### src/rtl/lfp_pkg.sv
package lfp_pkg;

	// Operation codes on the kind input
	typedef enum logic [1:0] {
		KIND_PUSH  = 2'd0,
		KIND_POP   = 2'd1,
		KIND_FLUSH = 2'd2,
		KIND_STOP  = 2'd3
	} kind_t;

	// Result status codes
	localparam logic [1:0] ST_SUCCESS = 2'd0;
	localparam logic [1:0] ST_AGAIN   = 2'd1;
	localparam logic [1:0] ST_STOP    = 2'd2;
	localparam logic [1:0] ST_NOMEM   = 2'd3;

	localparam int IO_DATA_W = 32;

	// Control from the sequencer to the node memory
	typedef struct packed {
		logic rd_en;
		logic link_we;
		logic data_we;
	} mem_cmd_t;

endpackage

### src/rtl/lfp_mem.sv
module lfp_mem
	import lfp_pkg::*;
#(
	parameter int POOL_NODES = 18,
	parameter int PTR_W      = 5,
	parameter int DATA_WIDTH = 32
) (
	input  logic                  clk,
	input  logic                  arst_n,
	input  mem_cmd_t              cmd,
	input  logic [PTR_W-1:0]      rd_addr,
	input  logic [PTR_W-1:0]      link_waddr,
	input  logic [PTR_W-1:0]      link_wdata,
	input  logic [PTR_W-1:0]      data_waddr,
	input  logic [DATA_WIDTH-1:0] data_wdata,
	output logic                  init_busy,
	output logic [PTR_W-1:0]      link_rdata,
	output logic [DATA_WIDTH-1:0] data_rdata
);

	logic [PTR_W-1:0]      link_mem [POOL_NODES];
	logic [DATA_WIDTH-1:0] data_mem [POOL_NODES];

	logic             init_busy_q;
	logic [PTR_W-1:0] init_idx_q;

	logic             lw_en;
	logic [PTR_W-1:0] lw_addr;
	logic [PTR_W-1:0] lw_data;

	// init sweep: builds the free chain i -> i+1 after reset
	always_ff @(posedge clk or negedge arst_n) begin
		if (!arst_n) begin
			init_busy_q <= 1'b1;
			init_idx_q  <= '0;
		end else if (init_busy_q) begin
			if (init_idx_q == PTR_W'(POOL_NODES - 1)) begin
				init_busy_q <= 1'b0;
			end else begin
				init_idx_q <= init_idx_q + 1'b1;
			end
		end
	end

	always_comb begin
		lw_en   = init_busy_q | cmd.link_we;
		lw_addr = init_busy_q ? init_idx_q : link_waddr;
		lw_data = init_busy_q ? (init_idx_q + 1'b1) : link_wdata;
	end

	always_ff @(posedge clk) begin
		if (lw_en) begin
			link_mem[lw_addr] <= lw_data;
		end
		if (cmd.data_we) begin
			data_mem[data_waddr] <= data_wdata;
		end
		if (cmd.rd_en) begin
			link_rdata <= link_mem[rd_addr];
			data_rdata <= data_mem[rd_addr];
		end
	end

	assign init_busy = init_busy_q;

endmodule

### src/rtl/linked_list_fifo_with_free_pool_top.sv
// Linked-list FIFO over a fixed pool of CAPACITY+2 nodes, with a free list.
// Command channel: drive kind/data_in/prior_status and raise start; the item
// is taken at a clock edge where start is high and busy is low.
// kind: push, pop, flush step, stop. Each item gives exactly one result.
// Result channel: status, data_out, data_valid are valid for the single cycle
// in which done is high; there is no backpressure, the receiver must take it.
// Sequence: busy stays high while an item executes, so the block takes no new
// item before it has finished with the last. The accepting edge reads the link
// and word of the free head (push) or the queue head (other kinds) from the node
// memory (synchronous read); the next edge writes the links back, updates the
// list pointers and raises done.
// Reset: arst_n sets the pointers to their initial values and clears the stop
// flag at once; then an init sweep writes the free chain into the link memory,
// busy stays high during that sweep and no item is taken.
// Both lists keep one dummy node, so a list is empty when its first and last
// pointers match; no per-node valid bits are kept.
module linked_list_fifo_with_free_pool_top
	import lfp_pkg::*;
#(
	parameter int CAPACITY   = 16,
	parameter int DATA_WIDTH = 32
) (
	input  logic                 clk,
	input  logic                 arst_n,
	input  logic                 start,
	output logic                 busy,
	input  logic [1:0]           kind,
	input  logic [IO_DATA_W-1:0] data_in,
	input  logic [1:0]           prior_status,
	output logic                 done,
	output logic [1:0]           status,
	output logic [IO_DATA_W-1:0] data_out,
	output logic                 data_valid
);

	localparam int POOL_NODES = CAPACITY + 2;
	localparam int PTR_W      = $clog2(POOL_NODES);

	typedef enum logic {S_IDLE, S_EXEC} state_t;

	state_t state_q;

	// list pointers
	logic [PTR_W-1:0] q_first_q, q_last_q, f_first_q, f_last_q;
	logic             stopped_q;

	// latched item
	kind_t                 kind_q;
	logic [DATA_WIDTH-1:0] din_q;
	logic [1:0]            prior_q;

	// result registers
	logic                 done_q;
	logic [1:0]           status_q;
	logic [IO_DATA_W-1:0] dout_q;
	logic                 dvalid_q;

	// memory interface
	mem_cmd_t              cmd;
	logic [PTR_W-1:0]      rd_addr, link_waddr, link_wdata;
	logic                  init_busy;
	logic [PTR_W-1:0]      link_rdata;
	logic [DATA_WIDTH-1:0] data_rdata;

	logic accept;

	// exec-stage decisions
	logic                 do_push, do_pull;
	logic [1:0]           ex_status;
	logic [IO_DATA_W-1:0] ex_dout;

	logic [DATA_WIDTH+IO_DATA_W-1:0] din_ext;
	logic [DATA_WIDTH+IO_DATA_W-1:0] dout_ext;

	assign busy   = init_busy | (state_q == S_EXEC);
	assign accept = start & ~busy;

	assign din_ext  = {{DATA_WIDTH{1'b0}}, data_in};
	assign dout_ext = {{IO_DATA_W{1'b0}}, data_rdata};

	// Work out what the latched item does, using the link/word read last cycle
	always_comb begin
		do_push   = 1'b0;
		do_pull   = 1'b0;
		ex_status = ST_SUCCESS;
		ex_dout   = '0;
		if (kind_q == KIND_STOP) begin
			ex_status = ST_STOP;
		end else if (kind_q == KIND_FLUSH && (prior_q == ST_STOP || prior_q == ST_NOMEM)) begin
			// failing prior status passes straight through
			ex_status = prior_q;
		end else if (stopped_q) begin
			ex_status = ST_STOP;
		end else if (kind_q == KIND_PUSH) begin
			if (f_first_q != f_last_q) begin
				do_push = 1'b1;
			end else begin
				ex_status = ST_NOMEM;
			end
		end else if (q_first_q != q_last_q) begin
			do_pull = 1'b1;
			ex_dout = dout_ext[IO_DATA_W-1:0];
			// flush reports again when the new head is not the tail dummy
			if (kind_q == KIND_FLUSH && link_rdata != q_last_q) begin
				ex_status = ST_AGAIN;
			end
		end
	end

	// Memory control: read at accept, write back in exec
	always_comb begin
		cmd.rd_en   = accept;
		cmd.link_we = (state_q == S_EXEC) & (do_push | do_pull);
		cmd.data_we = (state_q == S_EXEC) & do_push;
		rd_addr     = (kind_t'(kind) == KIND_PUSH) ? f_first_q : q_first_q;
		// push: old tail dummy -> fresh node; pull: free tail -> old head
		link_waddr  = do_push ? q_last_q : f_last_q;
		link_wdata  = do_push ? f_first_q : q_first_q;
	end

	lfp_mem #(
		.POOL_NODES(POOL_NODES),
		.PTR_W     (PTR_W),
		.DATA_WIDTH(DATA_WIDTH)
	) u_mem (
		.clk       (clk),
		.arst_n    (arst_n),
		.cmd       (cmd),
		.rd_addr   (rd_addr),
		.link_waddr(link_waddr),
		.link_wdata(link_wdata),
		.data_waddr(q_last_q),
		.data_wdata(din_q),
		.init_busy (init_busy),
		.link_rdata(link_rdata),
		.data_rdata(data_rdata)
	);

	// Sequencer, pointers and result registers
	always_ff @(posedge clk or negedge arst_n) begin
		if (!arst_n) begin
			state_q   <= S_IDLE;
			q_first_q <= '0;
			q_last_q  <= '0;
			f_first_q <= PTR_W'(1);
			f_last_q  <= PTR_W'(POOL_NODES - 1);
			stopped_q <= 1'b0;
			done_q    <= 1'b0;
		end else begin
			done_q <= 1'b0;
			case (state_q)
				S_IDLE: begin
					if (accept) begin
						state_q <= S_EXEC;
					end
				end
				S_EXEC: begin
					state_q <= S_IDLE;
					done_q  <= 1'b1;
					if (kind_q == KIND_STOP) begin
						stopped_q <= 1'b1;
					end
					if (do_push) begin
						f_first_q <= link_rdata;
						q_last_q  <= f_first_q;
					end
					if (do_pull) begin
						q_first_q <= link_rdata;
						f_last_q  <= q_first_q;
					end
				end
				default: begin
					state_q <= S_IDLE;
				end
			endcase
		end
	end

	// payload registers
	always_ff @(posedge clk) begin
		if (accept) begin
			kind_q  <= kind_t'(kind);
			din_q   <= din_ext[DATA_WIDTH-1:0];
			prior_q <= prior_status;
		end
		if (state_q == S_EXEC) begin
			status_q <= ex_status;
			dout_q   <= ex_dout;
			dvalid_q <= do_pull;
		end
	end

	assign done       = done_q;
	assign status     = status_q;
	assign data_out   = dout_q;
	assign data_valid = dvalid_q;

`ifndef ASSERT_OFF
	a_accept_busy: assert property (@(posedge clk) disable iff (!arst_n)
		accept |=> (busy && !done))
		else $error("busy not raised after accepting an item");

	a_latency: assert property (@(posedge clk) disable iff (!arst_n)
		accept |-> ##2 done)
		else $error("result not delivered two cycles after accept");

	a_valid_status: assert property (@(posedge clk) disable iff (!arst_n)
		(done && data_valid) |-> (status == ST_SUCCESS || status == ST_AGAIN))
		else $error("dequeued word with a failing status");

	a_lists_apart: assert property (@(posedge clk) disable iff (!arst_n)
		(q_last_q != f_first_q) && (q_first_q != f_last_q))
		else $error("queue and free list share a node");
`endif

endmodule
### config.mk
export PLATFORM = sky130hd
export DESIGN_NAME = linked_list_fifo_with_free_pool_top
export DESIGN_NICKNAME = d
export VERILOG_FILES = /design/src/rtl/lfp_pkg.sv /design/src/rtl/lfp_mem.sv /design/src/rtl/linked_list_fifo_with_free_pool_top.sv
export SDC_FILE = /design/constraint.sdc
export NUM_CORES = 1
export LEC_CHECK = 0
export ABC_AREA = 0
export BUFFER_PORTS_ARGS = -buffer_cell sky130_fd_sc_hd__buf_2
export CAP_MARGIN = 20
export CORE_MARGIN = 1
export CORE_UTILIZATION = 62
export CTS_CLUSTER_DIAMETER = 30
export DETAILED_ROUTE_END_ITERATION = 10
export PLACE_DENSITY = 0.79
export SYNTH_ARGS = -nofsm -noshare
export SYNTH_HDL_FRONTEND = slang
export SYNTH_SLANG_ARGS = --single-unit
### constraint.sdc
create_clock -name clk -period 7.2 [get_ports clk]
set_input_delay 0.72 -clock clk [delete_from_list [all_inputs] [get_ports clk]]
set_output_delay 0.72 -clock clk [all_outputs]
set_load 0.01 [all_outputs]
==> results by group <==
Critical path
  – Max FO, Critical Path: 39
  – Buf/Inv on CP: 1
  – Slowest-stage cell, CP: nor2_4
  – WP data required: between 7 and 8 ns
  – CP top delay family: simple AND/OR/NAND/NOR gates
  – Worst Setup End Kind: register
  – CP Data Arrival Time: roughly 4.3 ns
  – WS Path Type: reg -> reg
  – Crit-path cells: or3b_1, nand2_1, nor2_4, buf_4, a32oi_1, a31oi_1, a311oi_1
  – CP Launch Type: register
  – Max incr delay on CP: approximately 1 ns

Layout
  – ANT cells: 0
  – Register area: approximately 24,000 um^2
  – Synth-to-Final Area Change: 18.6%
  – Multi-input gate area: ~6800 um^2
  – Layout cells sized above 1: roughly 17%
  – Filler cells: ~2.8k
  – Fin nets: approximately 2.3k

Timing
  – RSZ-0062 raised after global routing: false
  – Max Slew Vio Count: 0
  – Fin. Hold Viols: 0
  – Tmin final: about 3.9 ns
  – Achievable Freq: between 0.2 and 0.3 GHz
  – Fin Clk Skew: 0.0328 ns
  – Slew headroom: slightly below 30%
  – Final hold slack: 0.0612 ns
  – Worst-margin pin slew: 1.05 ns
  – Final worst path period share: about 54%
  – TNS Setup: 0 ns
  – Final number of setup-violating endpoints: 0

Logic synthesis
  – Seq/Total Area, Yosys: between 70% and 80%
  – Largest family of logic cells by synthesized area: simple AND/OR/NAND/NOR gates
  – Synth Register Bits: 803
  – Syn Area/Cell: 14.8 um^2
  – Area contributors post-synth: edfxtp_1 (75%), nand2_1 (6.5%), mux2i_1 (2.5%)
  – Adder-Cell Fraction of Synth Area: less than 1%
  – Yosys top cell area share: roughly three quarters
  – Ys flop type: edfxtp_1
  – Mux contribution to synthesized area: 3.27%
  – Post-Syn Nets: between 2k and 2.5k
  – Post-synth ARST share: roughly 3.6%
  – Cell variety after synth: a little over 60
  – Yosys top cell by area: edfxtp_1
  – Post-synthesis xor/xnor area fraction: less than 1%
  – Simple-Gate Fraction of Synth Area: 11.4%
  – Syn Inst Count: 2,106
  – Post-Syn Area: roughly 31,000 um^2
  – Synth warn: 0
  – Number of synthesized flops with an enable pin: 774
  – Synth Area in Compound Gates: under 10%

Clock network
  – Post-CTS setup buffers: 0
  – Num Clock Sinks: ~800
  – # hold bufs at CTS: 0
  – Root Driver: clkbuf_16
  – CTS tree: built
  – CTS resizes: 0
  – Clk Latency, worst-skew pair: roughly 0.72 ns
  – CTS max path bufs: 3
  – CTS buffer count: ~140
  – Clock-pin slew on the worst setup and hold paths: 0.05 ns
  – H-Tree Depth: 4

Pwr
  – PwrDens: about 320 nW/um^2
  – LEAKAGE: 12.9 nW
  – Worst vdd ir: between 0.2 and 0.3 mV

Place
  – Final GP Congestion: 0.803
  – Number of port buffers: 75
  – Hpwl dp: ~36,000 um

Drt
  – Router iterations before antenna repair: 6
  – Final ANT Viol Nets: 0
  – Residual DRC count: 0
  – Top sig layer: met4
  – Met3 routed WL: 8080 um
  – Routed via count: around 19k
  – Routed wl met2: between 30,000 and 40,000 um
  – Initial DRC count: 2,626
  – Vias/cell: roughly 6.4
  – Routed WL: between 70,000 and 80,000 um
  – Post-DR wirelength/cell: around 25 um
  – Wl on met1: 28,300 um

Floorplanning
  – Initial Utilization: between 60% and 70%
  – Total I/O pin count: 76
  – Die W: about 230 um
  – Die area: about 51,000 um^2
  – Placeable Area: 49,300 um^2
  – Die Height: roughly 230 um
  – Site Rows: 81

Global route
  – Grt total ovfl: 0
  – Largest net degree at the start of global routing: about 160
  – Vias in the first global route: between 15k and 20k
  – First-pass GRT wire length: between 100,000 and 150,000 um
  – Initial antenna violation count: 0
  – Total track usage: between 30% and 40%

Worst hold path
  – Type of the tightest min-delay check: in -> async

Outcome
  – Status: completed

Flow run
  – Max Cap Viol: 0
[path summary, 6_finish.rpt]
kind,slack [ns],cells past startpoint,endpoint,from
max,3.28,7,u_mem.data_rdata[17],f_first_q[1]
min,0.06,1,state_q,arst_n
max reg2reg,3.28,7,u_mem.data_rdata[17],f_first_q[1]
min reg2reg,0.49,0,done,state_q
max in group asynchronous,6.68,1,state_q,arst_n
min in group clk,0.18,1,din_q[2],data_in[2]
[Yosys cell counts, types with 4 or more instances]
master    instances
a311oi_1         38
xor2_1            9
a32oi_1          74
xnor2_1          10
nor2_1           21
nand2_1         541
nand3_1         140
inv_1             7
and2_1           35
o21ai_0          11
dfrtp_1          25
nor4_1            5
nor3_2            5
buf_2            45
mux2_2           20
a31oi_1          75
nand2b_1          7
o31ai_1           4
edfxtp_1        774
nor4b_1           5
clkbuf_1         72
dfstp_2           4
nor3_1           23
mux2i_1          78
a21oi_1           4
nand4_1          12
a211oi_1          5
[area by class of cell]
cell class / count / area share [%]
clock buffer: 158 / 9.61
clock inverter: 95 / 2.91
inverter: 7 / 0.0711
multi-input combinational: 1169 / 18.3
sequential: 803 / 64.9
tap: 664 / 2.25
timing repair buffer: 115 / 1.95
[layer usage]
layer / vias to the layer above / global-route usage (%)
met5: - / 0
met4: 0 / 15.0
met3: 239 / 6.35
met2: 1241 / 48.4
met1: 9429 / 41.2
li1: 8285 / -
[registers in the layout (all words and copies together) (netlist names), 2 cells and up]
name	count
u_mem.data_rdata	32
status	2
data_out	32
q_last_q	5
f_last_q	5
u_mem.link_mem	90
q_first_q	5
u_mem.init_idx_q	5
prior_q	2
u_mem.data_mem	576
din_q	32
f_first_q	5
u_mem.link_rdata	5
kind_q	2
[cell families after synthesis]
kind of cell | after synthesis
AO/OA/AOI/OAI | 230
XOR/XNOR | 20
adder cells (fa/ha/maj) | 2
buffers and inverters | 134
flip-flops | 803
multiplexers | 99
AND/OR/NAND/NOR | 818
[layout by cell type, fill, tap and decap left out, types with 17 or more instances in the layout]
| cell | n |
|---|---|
| a311oi_1 | 38 |
| clkinv_1 | 18 |
| edfxtp_1 | 774 |
| buf_4 | 37 |
| clkbuf_16 | 139 |
| dfrtp_1 | 24 |
| buf_2 | 75 |
| clkinvlp_4 | 17 |
| nor3_1 | 19 |
| a31oi_1 | 75 |
| a32oi_1 | 74 |
| mux2i_1 | 78 |
| and2_1 | 34 |
| clkbuf_1 | 19 |
| nand2_1 | 540 |
| nand3_1 | 140 |
| mux2_2 | 20 |
| bufinv_16 | 17 |
| clkinv_2 | 19 |
[through the flow]
step | area, um^2 | worst slack, ns | total power, mW | std cells | utilization [%]
finish | 37000 | 3.28 | 11.7 | 3011 | 75.0
floorplan | 31200 | 1.57 | 5.29 | 2106 | -
global placement | 32300 | 2.99 | 5.34 | 2757 | 65.6
global route | 37000 | 3.26 | 12.0 | 3011 | 75.0
CTS | 36900 | 3.40 | 11.7 | 3010 | 75.0
detailed placement | 32300 | 2.86 | 5.35 | 2757 | 65.6
[power by group]
part	internal, mW	total [mW]	switching, mW
registers	5.15	5.20	0.0490
clock network	4.17	6.42	2.25
logic	0.0171	0.0601	0.0430
Note: power is estimated with default switching activity, not from simulation.
